File: src/hdl/jsu_pkg.sv
// Package of the JSON string unescaper: item types, phase codes, characters
// and the small decode functions. No dependencies.
package jsu_pkg;

  localparam int LIMIT_MAX = 1024;
  localparam int MAX_RES   = 6;
  localparam int RAW_MAX   = 5;

  localparam logic [2:0] PH_PLAIN = 3'd0;
  localparam logic [2:0] PH_BSL   = 3'd1;
  localparam logic [2:0] PH_U0    = 3'd2;
  localparam logic [2:0] PH_U1    = 3'd3;
  localparam logic [2:0] PH_U2    = 3'd4;
  localparam logic [2:0] PH_U3    = 3'd5;

  localparam logic [7:0] CH_BSL   = 8'h5C;
  localparam logic [7:0] CH_U     = 8'h75;
  localparam logic [7:0] CH_SLASH = 8'h2F;
  localparam logic [7:0] CH_QUOTE = 8'h22;
  localparam logic [7:0] CH_N     = 8'h6E;
  localparam logic [7:0] CH_T     = 8'h74;
  localparam logic [7:0] CH_R     = 8'h72;
  localparam logic [7:0] CH_LF    = 8'h0A;
  localparam logic [7:0] CH_TAB   = 8'h09;
  localparam logic [7:0] CH_CR    = 8'h0D;

  localparam logic [10:0] LIMIT_RESET = 11'd64;

  typedef struct packed {
    logic [7:0] in_byte;
    logic       last_byte;
  } jsu_in_t;

  typedef struct packed {
    logic [7:0] out_byte;
    logic       byte_valid;
    logic       string_done;
    logic       run_last;
  } jsu_out_t;

  typedef struct packed {
    logic [2:0]                 cnt;
    jsu_out_t [MAX_RES-1:0]     ent;
  } jsu_grp_t;

  // {hit, mapped byte}
  function automatic logic [8:0] simple_escape(input logic [7:0] c);
    logic [8:0] r;
    case (c)
      CH_SLASH: r = {1'b1, CH_SLASH};
      CH_QUOTE: r = {1'b1, CH_QUOTE};
      CH_BSL:   r = {1'b1, CH_BSL};
      CH_N:     r = {1'b1, CH_LF};
      CH_T:     r = {1'b1, CH_TAB};
      CH_R:     r = {1'b1, CH_CR};
      default:  r = 9'h000;
    endcase
    return r;
  endfunction

  // non-hex characters count as zero
  function automatic logic [3:0] hex_value(input logic [7:0] c);
    logic [3:0] r;
    if (c inside {[8'h30:8'h39]}) r = 4'(c - 8'h30);
    else if (c inside {[8'h61:8'h66]}) r = 4'(c - 8'h57);
    else if (c inside {[8'h41:8'h46]}) r = 4'(c - 8'h37);
    else r = 4'h0;
    return r;
  endfunction

endpackage

File: src/hdl/jsu_decode.sv
// Escape decoder of the JSON string unescaper: phase, held digits, code point,
// byte count and limit register; builds one result group per item. Uses jsu_pkg.
module jsu_decode (
  input  logic              clk,
  input  logic              rst_n,
  input  logic              take,
  input  jsu_pkg::jsu_in_t  in_data,
  input  logic              cfg_we,
  input  logic [10:0]       cfg_wdata,
  output jsu_pkg::jsu_grp_t grp
);

  localparam int RAW_LAST = jsu_pkg::RAW_MAX - 1;

  logic [2:0]  phase_r, phase_nxt;
  logic [15:0] acc_r, acc_nxt;
  logic [10:0] wc_r, wc_nxt;
  logic [10:0] limit_r;
  logic [7:0]  held_r [0:2];

  logic [7:0]  c;
  logic        last;
  logic [1:0]  k;
  logic [3:0]  hx;
  logic [8:0]  esc_c;
  logic [8:0]  esc_t;
  logic [15:0] cp;
  logic [7:0]  tl [0:3];
  logic [2:0]  tl_len;
  logic [2:0]  pos;
  logic [7:0]  raw [0:RAW_LAST];
  logic [2:0]  raw_n;
  logic        atomic;
  logic        held_we;
  logic [10:0] lim, cap, room;
  logic [2:0]  emit_n;

  assign c    = in_data.in_byte;
  assign last = in_data.last_byte;

  always_comb begin
    raw[0] = 8'h00; raw[1] = 8'h00; raw[2] = 8'h00; raw[3] = 8'h00; raw[4] = 8'h00;
    raw_n     = 3'd0;
    atomic    = 1'b0;
    held_we   = 1'b0;
    phase_nxt = phase_r;
    acc_nxt   = acc_r;
    pos       = 3'd0;
    esc_t     = 9'h000;
    k      = 2'(phase_r - jsu_pkg::PH_U0);
    hx     = jsu_pkg::hex_value(c);
    esc_c  = jsu_pkg::simple_escape(c);
    cp     = {acc_r[11:0], hx};
    tl[0]  = (k == 2'd0) ? c : held_r[0];
    tl[1]  = (k == 2'd1) ? c : held_r[1];
    tl[2]  = c;
    tl[3]  = 8'h00;
    tl_len = {1'b0, k} + 3'd1;

    case (phase_r)
      jsu_pkg::PH_PLAIN: begin
        if (c == jsu_pkg::CH_BSL && !last) begin
          phase_nxt = jsu_pkg::PH_BSL;
        end else begin
          raw[0] = c;
          raw_n  = 3'd1;
        end
      end
      jsu_pkg::PH_BSL: begin
        phase_nxt = jsu_pkg::PH_PLAIN;
        if (esc_c[8]) begin
          raw[0] = esc_c[7:0];
          raw_n  = 3'd1;
        end else if (c == jsu_pkg::CH_U && !last) begin
          acc_nxt   = 16'h0000;
          phase_nxt = jsu_pkg::PH_U0;
        end else begin
          raw[0] = jsu_pkg::CH_BSL;
          raw[1] = c;
          raw_n  = 3'd2;
        end
      end
      jsu_pkg::PH_U0, jsu_pkg::PH_U1, jsu_pkg::PH_U2: begin
        if (last) begin
          // short \u: emit it verbatim, then replay the held tail
          raw[0] = jsu_pkg::CH_BSL;
          raw[1] = jsu_pkg::CH_U;
          raw_n  = 3'd2;
          for (int s = 0; s < 3; s++) begin
            if (pos < tl_len) begin
              esc_t = jsu_pkg::simple_escape(tl[2'(pos + 3'd1)]);
              if (tl[pos[1:0]] == jsu_pkg::CH_BSL && (pos + 3'd1) < tl_len) begin
                if (esc_t[8]) begin
                  raw[raw_n] = esc_t[7:0];
                  pos = pos + 3'd2;
                end else begin
                  raw[raw_n] = jsu_pkg::CH_BSL;
                  pos = pos + 3'd1;
                end
              end else begin
                raw[raw_n] = tl[pos[1:0]];
                pos = pos + 3'd1;
              end
              raw_n = raw_n + 3'd1;
            end
          end
        end else begin
          held_we   = 1'b1;
          acc_nxt   = cp;
          phase_nxt = phase_r + 3'd1;
        end
      end
      jsu_pkg::PH_U3: begin
        atomic    = 1'b1;
        phase_nxt = jsu_pkg::PH_PLAIN;
        if (cp < 16'h0080) begin
          raw[0] = cp[7:0];
          raw_n  = 3'd1;
        end else if (cp < 16'h0800) begin
          raw[0] = 8'hC0 | {3'b000, cp[10:6]};
          raw[1] = 8'h80 | {2'b00, cp[5:0]};
          raw_n  = 3'd2;
        end else begin
          raw[0] = 8'hE0 | {4'h0, cp[15:12]};
          raw[1] = 8'h80 | {2'b00, cp[11:6]};
          raw[2] = 8'h80 | {2'b00, cp[5:0]};
          raw_n  = 3'd3;
        end
      end
      default: begin
        phase_nxt = jsu_pkg::PH_PLAIN;
        raw[0]    = c;
        raw_n     = 3'd1;
      end
    endcase

    if (last) begin
      phase_nxt = jsu_pkg::PH_PLAIN;
      acc_nxt   = 16'h0000;
    end
  end

  // clamp the limit and trim the group to the room left
  always_comb begin
    lim  = (limit_r > 11'(jsu_pkg::LIMIT_MAX)) ? 11'(jsu_pkg::LIMIT_MAX) : limit_r;
    cap  = (lim == 11'd0) ? 11'd0 : lim - 11'd1;
    room = (wc_r >= cap) ? 11'd0 : cap - wc_r;
    if (atomic) begin
      emit_n = ({8'h00, raw_n} <= room) ? raw_n : 3'd0;
    end else begin
      emit_n = ({8'h00, raw_n} <= room) ? raw_n : room[2:0];
    end
    wc_nxt = last ? 11'd0 : wc_r + {8'h00, emit_n};
  end

  always_comb begin
    grp.cnt = emit_n + {2'b00, last};
    for (int i = 0; i < jsu_pkg::MAX_RES; i++) begin
      grp.ent[i].out_byte    = (3'(i) < emit_n) ? raw[3'(i < RAW_LAST ? i : RAW_LAST)] : 8'h00;
      grp.ent[i].byte_valid  = (3'(i) < emit_n);
      grp.ent[i].string_done = (3'(i) == emit_n) && last;
      grp.ent[i].run_last    = (3'(i) == grp.cnt - 3'd1);
    end
  end

  always_ff @(posedge clk) begin
    if (!rst_n) begin
      phase_r <= jsu_pkg::PH_PLAIN;
      acc_r   <= 16'h0000;
      wc_r    <= 11'd0;
      limit_r <= jsu_pkg::LIMIT_RESET;
    end else begin
      if (take) begin
        phase_r <= phase_nxt;
        acc_r   <= acc_nxt;
        wc_r    <= wc_nxt;
      end
      if (cfg_we) begin
        limit_r <= cfg_wdata;
      end
    end
  end

  always_ff @(posedge clk) begin
    if (take && held_we) begin
      held_r[k] <= c;
    end
  end

endmodule

File: src/hdl/jsu_queue.sv
// Result side of the JSON string unescaper: holds one result group and
// drains it through an output register. Uses jsu_pkg.
module jsu_queue (
  input  logic              clk,
  input  logic              rst_n,
  input  logic              load,
  input  jsu_pkg::jsu_grp_t grp,
  output logic              in_stall,
  output logic              out_valid,
  input  logic              out_stall,
  output jsu_pkg::jsu_out_t out_data
);

  logic [2:0]                               g_cnt_r;
  logic [2:0]                               g_idx_r;
  jsu_pkg::jsu_out_t [jsu_pkg::MAX_RES-1:0] g_ent_r;
  logic                                     o_valid_r;
  jsu_pkg::jsu_out_t                        o_data_r;

  logic g_has, o_free, move, g_done;

  assign g_has  = (g_cnt_r != 3'd0);
  assign o_free = !o_valid_r || !out_stall;
  assign move   = g_has && o_free;
  assign g_done = move && (g_idx_r == g_cnt_r - 3'd1);

  // hold the input while the group still has entries beyond this cycle
  assign in_stall  = g_has && !g_done;
  assign out_valid = o_valid_r;
  assign out_data  = o_data_r;

  always_ff @(posedge clk) begin
    if (!rst_n) begin
      g_cnt_r   <= 3'd0;
      g_idx_r   <= 3'd0;
      o_valid_r <= 1'b0;
    end else begin
      if (load) begin
        g_cnt_r <= grp.cnt;
        g_idx_r <= 3'd0;
      end else if (g_done) begin
        g_cnt_r <= 3'd0;
      end else if (move) begin
        g_idx_r <= g_idx_r + 3'd1;
      end
      if (move) begin
        o_valid_r <= 1'b1;
      end else if (!out_stall) begin
        o_valid_r <= 1'b0;
      end
    end
  end

  always_ff @(posedge clk) begin
    if (load) begin
      g_ent_r <= grp.ent;
    end
    if (move) begin
      o_data_r <= g_ent_r[g_idx_r];
    end
  end

endmodule

File: src/hdl/json_string_unescape_utf8_top.sv
// Top level of the JSON string unescaper with UTF-8 output.
// Instantiates jsu_decode and jsu_queue; types come from jsu_pkg.
//
// Usage:
//   Input channel (in_valid / in_stall / in_data) takes one raw byte of a
//   JSON string body per item; in_data.last_byte marks the final byte.
//   Output channel (out_valid / out_stall / out_data) gives decoded bytes
//   (byte_valid=1) and, after the final byte, one closing marker
//   (byte_valid=0, string_done=1). run_last flags the last result of an item.
//   cfg_we / cfg_wdata write the output limit; write it only while idle.
// Path: each result of an item passes through the group register and then
//   the output register.
// Throughput: one item per cycle while each item yields at most one result
//   and out_stall is low; the single group register drains one entry per
//   cycle into the output register while that is free, so an item with more
//   results (up to six, e.g. a \u escape or short \u tail) holds the input.
// Reset (rst_n low, synchronous): plain-text phase, count cleared, limit 64,
//   both registers empty.
// Stall: a stalled result holds in the output register; the group register
//   still takes one more item, after which in_stall rises.
module json_string_unescape_utf8_top (
  input  logic              clk,
  input  logic              rst_n,
  input  logic              in_valid,
  output logic              in_stall,
  input  jsu_pkg::jsu_in_t  in_data,
  output logic              out_valid,
  input  logic              out_stall,
  output jsu_pkg::jsu_out_t out_data,
  input  logic              cfg_we,
  input  logic [10:0]       cfg_wdata
);

  logic              take;
  logic              load;
  jsu_pkg::jsu_grp_t grp;

  // an item is taken when offered and not held back
  assign take = in_valid && !in_stall;
  // drop empty groups: items swallowed by an escape or the limit
  assign load = take && (grp.cnt != 3'd0);

  jsu_decode u_decode (
    .clk       (clk),
    .rst_n     (rst_n),
    .take      (take),
    .in_data   (in_data),
    .cfg_we    (cfg_we),
    .cfg_wdata (cfg_wdata),
    .grp       (grp)
  );

  jsu_queue u_queue (
    .clk       (clk),
    .rst_n     (rst_n),
    .load      (load),
    .grp       (grp),
    .in_stall  (in_stall),
    .out_valid (out_valid),
    .out_stall (out_stall),
    .out_data  (out_data)
  );

endmodule

File: config.mk
export PLATFORM = sky130hd
export DESIGN_NAME = json_string_unescape_utf8_top
export DESIGN_NICKNAME = d
export VERILOG_FILES = /design/src/hdl/jsu_pkg.sv /design/src/hdl/jsu_decode.sv /design/src/hdl/jsu_queue.sv /design/src/hdl/json_string_unescape_utf8_top.sv
export SDC_FILE = /design/constraint.sdc
export NUM_CORES = 1
export LEC_CHECK = 0
export ABC_AREA = 1
export BUFFER_PORTS_ARGS = -buffer_cell sky130_fd_sc_hd__clkbuf_2
export CAP_MARGIN = 0
export CORE_MARGIN = 5
export CORE_UTILIZATION = 40
export DETAILED_ROUTE_END_ITERATION = 8
export MAX_ROUTING_LAYER = met4
export PLACE_DENSITY_LB_ADDON = 0.08
export SLEW_MARGIN = 20
export SYNTH_ARGS = -nofsm -noshare
export SYNTH_HDL_FRONTEND = slang
export SYNTH_SLANG_ARGS = --single-unit
File: constraint.sdc
create_clock -name clk -period 16.7 [get_ports clk]
set_input_delay 2.505 -clock clk [delete_from_list [all_inputs] [get_ports clk]]
set_output_delay 2.505 -clock clk [all_outputs]
set_load 0.03 [all_outputs]
==> impl_metrics.toml, run 1 <==
[global_routing]
grt_pass1_vias = 8524
grt_pass1_wl_um = 48700
grt_use_total_pct = 22.7
grt_max_degree = 55
overflow = 0
antenna_found_initial = 0

[critical_path]
arrival_ps = 9830
crit_path_frequent_cell = "nand2_1"
crit_slowest_cell = "buf_4"
start_kind = "input pin"
cp_max_fo = 54
worstPathRequired_ps = 17000
critical_path_class = "input pin to flop"
worstSetupEndpointType = "flop"
crit_path_start = "in_data[1]"
r2r_start = "u_decode.phase_r[0]"
cpPeakStageDelay_ps = 550

[final_layout]
antennaDiodeCount = 0
multi_input_area_mm2 = 0.00560
fillers = 2522
seqCellArea_mm2 = 0.00319
syn_to_final_growth_pct = 10.3
finalNetCount = 1488
drive_gt1_share_pct = 13.9

[synth]
netlist_top_cells_count = "314 x nand2_1, 164 x nor2_1, 161 x inv_1"
synth_flop_cell = "edfxtp_1"
ys_warn_count = 0
synth.ff_latch_count = 121
synth_edf_count = 77
synth_top_cell_by_area = "edfxtp_1"
synth_area_mm2 = 0.00979
syn_nets = 1465
synthTopCellsByArea = "edfxtp_1 24%, nand2_1 12%, dfxtp_1 9.0%"
synthCells = 1394
yosysSeqAreaShare_pct = 32.6
yosys.cell_count.top_type = "nand2_1"
async_flop_share_pct = 0
syn_area_per_cell_um2 = 7.02
ys_types = 64
netlist.area_leader.share_pct = 23.6

[sta]
fin_tns_setup_ps = 0
max_slew_margin_pct = 33.7
fin_worst_skew_ps = 11.6
tightest_slew_ps = 990
slew_violations = 0
finalCritPeriodShare_pct = 57.0
fmax_ghz = 0.105
hold_viol = 0
rsz0062_at_grt = "false"
timing.final.crit_period_ps = 9530
finalSetupViolCount = 0
setup_ws_ps = 7170

[clock_network]
post_cts_buffers = 0
clock_path_buffers = 2
clkTransAtPathRegs_ps = 70
cts_root_buf = "clkbuf_16"
cts_resized = 0
clock_latency_ps = 430
clkSinkCount = 121
hold_buffers = 0
cts_tree = "done"
cts_max_level = 4
cts_buffers = 17

[drt]
drtIter0Drc = 813
drt-wirelength-per-cell_um = 17.5
antenna_left = 0
vias = 9263
routed_via_density = 5.28
post-route-drc-count = 0
totalWireLength_um = 30700
drtPass1Iterations = 5

[die]
die_area_mm2 = 0.0277
std_cell_rows = 57
die_h_um = 166
core-area_mm2 = 0.0242
initial_core_util_pct = 40.5
io_pins = 38
dieWidth_um = 166

[power]
powerDensity_mw_per_mm2 = 142
p_leak_uw = 0.00477
p_total_uw = 1530
max-vdd-ir-drop_v = 0.0000698

[run]
drv_cap = 0

[place]
gp_congestion = 0.947
hpwl_um = 23600
pre_cts_slack_ps = 6740
portBuffers = 37

[hold_path]
min_from = "u_decode.wc_r[10]"
hold_path.class = "flop to flop"

[run_status]
status = "complete, no violations"
[cells by family (layout without fill, tap and decap cells)]
family                   after synthesis  in the layout  share of synthesized area (%)
AO/OA/AOI/OAI                        296            296                           18.3
XOR/XNOR                              18             18                           1.61
adder cells (fa/ha/maj)               46             46                           6.03
buffers and inverters                234            270                           10.3
flip-flops                           121            121                           32.6
other                                  1              1                         0.0383
AND/OR/NAND/NOR                      678            678                           31.1
[placed cells by master (no fill, tap or decap), types with 5 or more instances in the layout]
cell type / synthesis / routed
clkinv_1: 5 / 5
a21oi_1: 98 / 98
nand3_1: 84 / 84
nor3_1: 29 / 28
nand2_4: 10 / 10
a31oi_1: 7 / 7
buf_4: 6 / 8
ha_1: 44 / 44
edfxtp_1: 77 / 77
inv_2: 22 / 22
nor2_2: 6 / 6
nand2_2: 32 / 32
a211oi_1: 14 / 14
o21ai_1: 13 / 13
a21oi_2: 6 / 6
o21ai_0: 99 / 99
a221oi_1: 5 / 5
xor2_1: 13 / 13
clkbuf_16: 0 / 17
nand3_2: 7 / 7
o211ai_1: 10 / 10
clkinv_4: 1 / 6
nand4_1: 13 / 13
inv_1: 161 / 161
o21ai_2: 14 / 14
xnor2_1: 5 / 5
clkbuf_2: 0 / 37
nand2_1: 314 / 314
dfxtp_1: 44 / 44
nor2_1: 164 / 163
[path summary, 6_finish.rpt]
kind / end / slack (ps) / cells after the start
min reg2reg: u_decode.wc_r[10] / 460 / 1
min: u_decode.wc_r[10] / 460 / 1
max reg2reg: u_queue.g_cnt_r[0] / 8140 / 44
max: u_queue.g_cnt_r[0] / 7170 / 44
[final cells by class]
type,instances,share of cell area (%)
sequential,121,29.6
clock buffer,18,4.07
clock inverter,14,1.52
timing repair buffer,45,2.27
tap,324,3.76
multi-input combinational,1039,51.9
inverter,193,6.90
[stage by stage]
stage / utilization, % / area [µm²] / cells / hold slack [ps]
floorplan: - / 9790 / 1394 / 422
global placement: 42.1 / 10200 / 1722 / 436
detailed placement: 42.1 / 10200 / 1722 / 451
CTS: 44.6 / 10800 / 1754 / 461
global route: 44.6 / 10800 / 1754 / 487
finish: 44.6 / 10800 / 1754 / 457
[sequential cells by signal (all words and copies together) (netlist names)]
name	cells
u_decode.acc_r	12
u_decode.held_r	16
u_decode.limit_r	11
u_decode.phase_r	3
u_decode.wc_r	11
u_queue.g_cnt_r	3
u_queue.g_ent_r	50
u_queue.g_idx_r	3
u_queue.out_data	11
u_queue.out_valid	1
[worst max-delay path, delay by kind of cell]
family	cells	cell delay (ps)
buffers and inverters	9	1590
AOI/OAI and AO/OA	8	1240
and+or+nand+nor	21	2670
adders and majority gates	6	1790
[where the power goes]
part	leakage [µW]	switching (µW)	total [µW]	internal [µW]
clock	0.000291	153	380	227
sequential	0.00109	37.3	495	458
combinational	0.00339	463	655	192
[layer usage]
metal  vias to the layer above  part of all wire (%)  GRT usage, %
met4                         0                   1.6          5.27
met1                      4187                    49          33.4
met3                        36                   6.9          4.05
met5                         -                     0             -
li1                       4686                     -             -
met2                       354                    42          32.4
No activity file was read; power rests on OpenSTA's default activity.
==> run 2: changes to the inputs <==
==> constraint.sdc (replaced) <==
create_clock -name clk -period 9.4 [get_ports clk]
set_input_delay 1.41 -clock clk [delete_from_list [all_inputs] [get_ports clk]]
set_output_delay 1.41 -clock clk [all_outputs]
set_load 0.03 [all_outputs]
==> run 2 against run 1 <==
Effect of this change:
- clock-buffer cell count unchanged
- first-iteration DRC count up 3.6%
- core utilization about the same
- sequential share of layout area about the same
- combinational power up 82%
- hold slack better by 0.93 ps
- die area unchanged
- setup slack worse by 6100 ps
- clock skew up 5.9 ps
==> impl_metrics.toml, run 2 (same netlist as run 1, synthesis figures left out) <==
[global_routing]
overflow = 0
grt_max_degree = 46
antenna_found_initial = 0
grt_use_total_pct = 22.5
grt_pass1_vias = 8763
grt_pass1_wl_um = 48800

[final_layout]
multi_input_area_mm2 = 0.00561
largest_reg_flops = 50
antennaDiodeCount = 0
seqCellArea_mm2 = 0.00319
drive_gt1_share_pct = 14.2
final_cells = 1758
syn_to_final_growth_pct = 10.2
most-common-layout-cells = "314 x nand2_1, 163 x nor2_1, 161 x inv_1"
largest-register = "u_queue.g_ent_r"
finalNetCount = 1492
fillers = 2510
final_common_cell = "nand2_1"
reg.largest.list = "u_queue.g_ent_r x50, u_decode.held_r x16, u_decode.acc_r x12"
final_area_mm2 = 0.0108

[place]
portBuffers = 37
hpwl_um = 24200
gp_congestion = 0.997
pre_cts_slack_ps = 853
post-place-cells = 1726
placed_area_mm2 = 0.0102

[sta]
slew_violations = 0
fmax_ghz = 0.120
tightest_slew_ps = 1030
finalSetupViolCount = 0
fin_hold_ws_ps = 458
fin_tns_setup_ps = 0
timing.final.crit_period_ps = 8320
rsz0062_at_grt = "false"
max_slew_margin_pct = 31.2
fin_worst_skew_ps = 17.5
hold_viol = 0
finalCritPeriodShare_pct = 88.5
setup_ws_ps = 1080

[clock_network]
cts_buffers = 17
clkTransAtPathRegs_ps = 60
cts_tree = "done"
clock_path_buffers = 2
cts_root_buf = "clkbuf_16"
hold_buffers = 0
post_cts_buffers = 0
cts_resized = 0
clock_latency_ps = 420
cts_max_level = 4
clkSinkCount = 121

[critical_path]
cp_max_fo = 15
crit_path_frequent_cell = "nor2_1"
cpPeakStageDelay_ps = 680
rr_worst_depth = 42
critical_path_class = "flop to flop"
arrival_ps = 8670
crit_slowest_cell = "ha_1"
worstPathRequired_ps = 9750
rrSetupSlack_ps = 1080
start_kind = "flop"
worstSetupEndpointType = "flop"

[power]
switchingPower_uw = 1160
comb_power_share_pct = 44.2
seqPwrFrac_pct = 32.6
p_int_uw = 1530
max-vdd-ir-drop_v = 0.000119
p_leak_uw = 0.00477
swShare_pct = 43.1
clkPwrFrac_pct = 23.2
powerDensity_mw_per_mm2 = 249

[drt]
totalWireLength_um = 30800
drtIter0Drc = 842
routed_via_density = 5.28
antenna_left = 0
post-route-drc-count = 0
drt-wirelength-per-cell_um = 17.5
vias = 9283
drtPass1Iterations = 6

[die]
die_area_mm2 = 0.0277
dieWidth_um = 166
io_pins = 38
core-area_mm2 = 0.0242
std_cell_rows = 57
die_h_um = 166
initial_core_util_pct = 40.5

[run_status]
status = "complete, no violations"

[run]
drv_cap = 0

[hold_path]
hold_path.class = "flop to flop"
holdPathStages = 1
-- run 2: final cells by class --
class | instances | area share [%]
flip-flops and latches | 121 | 29.6
well taps | 324 | 3.76
multi-input cells | 1039 | 52.0
clock inverters | 14 | 1.16
clock buffers | 18 | 3.98
inverters | 193 | 6.90
repair buffers | 49 | 2.67
-- run 2: power by group through the flow --
stage / Clock, µW / Sequential [µW] / Combinational (µW)
finish: 624 / 878 / 1190
global route: 664 / 896 / 1340
CTS: 639 / 880 / 1190
detailed placement: 0 / 891 / 1180
global placement: 0 / 889 / 1190
floorplan: 0 / 932 / 811
-- run 2: per-layer routing --
layer / routed length (µm) / up-vias / share of wire, % / global-route usage (%)
met1: 15100 / 4243 / 49 / 32.7
li1: - / 4686 / - / -
met5: 0 / - / 0 / -
met3: 1720 / 44 / 5.6 / 3.20
met4: 471 / 0 / 1.5 / 5.02
met2: 13500 / 310 / 44 / 33.5
-- run 2: final timing paths --
| path | start | end |
|---|---|---|
| worst min register to register | u_decode.wc_r[10] | u_decode.wc_r[10] |
| worst max register to register | u_decode.phase_r[0] | u_decode.wc_r[10] |
| worst min-delay path | u_decode.wc_r[10] | u_decode.wc_r[10] |
| worst max-delay path | u_decode.phase_r[0] | u_decode.wc_r[10] |
-- run 2: per-stage QoR --
stage | power (µW) | util, %
after global placement | 2080 | 42.3
final | 2690 | 44.6
after detailed placement | 2070 | 42.3
after CTS | 2700 | 44.6
after global routing | 2900 | 44.6
after floorplan | 1740 | -
-- run 2: critical path, delay by kind of cell (launching register included) --
family          cells  cell delay [ps]
buf+inv             8              990
fa+ha+maj           6             2120
simple gates       19             3170
compound gates      9             1530
flops               1              440
==> run 3: changes to the inputs <==
--- a/config.mk
+++ b/config.mk
@@ -8,6 +8,8 @@
 export ABC_AREA = 1
 export BUFFER_PORTS_ARGS = -buffer_cell sky130_fd_sc_hd__clkbuf_2
 export CAP_MARGIN = 0
+export CELL_PAD_IN_SITES_DETAIL_PLACEMENT = 0
+export CELL_PAD_IN_SITES_GLOBAL_PLACEMENT = 1
 export CORE_MARGIN = 5
 export CORE_UTILIZATION = 40
 export DETAILED_ROUTE_END_ITERATION = 8
==> run 3 against run 2 <==
Effect of this change:
- total power fell by 0.13%
- largest power group unchanged
- critical path type unchanged
- sequential power about the same
- combinational power about the same
- wire length increased by 0.59%
- highest routed layer unchanged
- final cell count about the same
- clock skew shrank 6.4 ps
- clock power up 2%
==> impl_metrics.toml, run 3 (same netlist as run 1, synthesis figures left out) <==
[final_layout]
largest_reg_flops = 50
syn_to_final_growth_pct = 10.1
seqCellArea_mm2 = 0.00319
largest-register = "u_queue.g_ent_r"
final_common_cell = "nand2_1"
drive_gt1_share_pct = 14.1
multi_input_area_mm2 = 0.00560
reg.largest.list = "u_queue.g_ent_r x50, u_decode.held_r x16, u_decode.acc_r x12"
antennaDiodeCount = 0
final_area_mm2 = 0.0108
most-common-layout-cells = "314 x nand2_1, 162 x nor2_1, 161 x inv_1"
finalNetCount = 1491
fillers = 2519

[place]
gp_congestion = 0.950
placed_area_mm2 = 0.0102
hpwl_um = 24200
portBuffers = 37

[clock_network]
cts_tree = "done"
cts_max_level = 4
clkSinkCount = 121
post_cts_buffers = 0
clkTransAtPathRegs_ps = 60
cts_resized = 0
cts_root_buf = "clkbuf_16"
clock_latency_ps = 420
cts_buffers = 17
hold_buffers = 0
clock_path_buffers = 2

[drt]
drtIter0Drc = 963
antenna_left = 0
drt-wirelength-per-cell_um = 17.7
post-route-drc-count = 0
drtPass1Iterations = 6
routed_via_density = 5.23
totalWireLength_um = 31000
vias = 9182

[global_routing]
grt_max_degree = 52
grt_use_total_pct = 22.7
grt_pass1_vias = 8514
grt_pass1_wl_um = 48700
antenna_found_initial = 0
overflow = 0

[hold_path]
hold_path.class = "flop to flop"

[die]
core-area_mm2 = 0.0242
dieWidth_um = 166
io_pins = 38
die_area_mm2 = 0.0277
std_cell_rows = 57
die_h_um = 166
initial_core_util_pct = 40.5

[sta]
timing.final.crit_period_ps = 8300
fin_worst_skew_ps = 11.1
fin_tns_setup_ps = 0
slew_violations = 0
rsz0062_at_grt = "false"
fmax_ghz = 0.120
tightest_slew_ps = 812
finalCritPeriodShare_pct = 88.3
finalSetupViolCount = 0
max_slew_margin_pct = 45.0
hold_viol = 0

[critical_path]
cpPeakStageDelay_ps = 680
worstPathRequired_ps = 9750
arrival_ps = 8650
cp_max_fo = 15
crit_path_frequent_cell = "nor2_1"
start_kind = "flop"
worstSetupEndpointType = "flop"
critical_path_class = "flop to flop"
crit_slowest_cell = "ha_1"

[power]
p_leak_uw = 0.00476
powerDensity_mw_per_mm2 = 249
max-vdd-ir-drop_v = 0.000137

[run_status]
status = "complete, no violations"

[run]
drv_cap = 0
[run 3: cell count changes in the layout (fill, tap and decap cells not counted), sizes merged]
cell	before	now
clkinv	13	10
inv	190	193
buf	12	11
[run 3: cell type report]
cell class	count	area share [%]
sequential	121	29.6
multi-input combinational	1039	52.0
clock inverter	14	1.29
clock buffer	18	3.98
tap	324	3.76
timing repair buffer	48	2.48
inverter	193	6.90
[run 3: metal layers]
metal  vias up  part of all wire (%)  wire length, µm  track usage, %
met4         0                   1.5              464            5.30
met2       323                    44            13600            33.9
met5         -                     0                0               -
met3        28                   5.8             1790            3.74
met1      4124                    49            15200            32.5
li1       4707                     -                -               -
[run 3: where the power goes]
| group | internal, µW | switching (µW) |
|---|---|---|
| clock | 370 | 268 |
| combinational | 344 | 827 |
| sequential | 814 | 65.2 |
| total | 1530 | 1160 |
[run 3: critical path: cells and delay by family, from the launching register on]
kind	cells	cell delay (ps)
flip-flops	1	440
AND/OR/NAND/NOR	19	3150
adder cells (fa/ha/maj)	6	2110
buffers and inverters	8	1040
AO/OA/AOI/OAI	9	1510
[run 3: worst paths after layout]
check	start	end	slack, ps	cells after the start
worst max register to register	u_decode.phase_r[0]	u_decode.wc_r[10]	1100	42
worst max-delay path	u_decode.phase_r[0]	u_decode.wc_r[10]	1100	42
worst min register to register	u_decode.wc_r[10]	u_decode.wc_r[10]	460	1
worst min-delay path	u_decode.wc_r[10]	u_decode.wc_r[10]	460	1
[run 3: stage by stage]
stage,worst slack [ps],hold WS (ps),total power (µW),utilization [%],instances
after CTS,1050,461,2710,44.6,1757
after global routing,39.6,499,2900,44.6,1757
after floorplan,193,422,1740,-,1394
final,1100,458,2690,44.6,1757
after global placement,816,448,2060,42.2,1725
after detailed placement,769,450,2060,42.2,1725
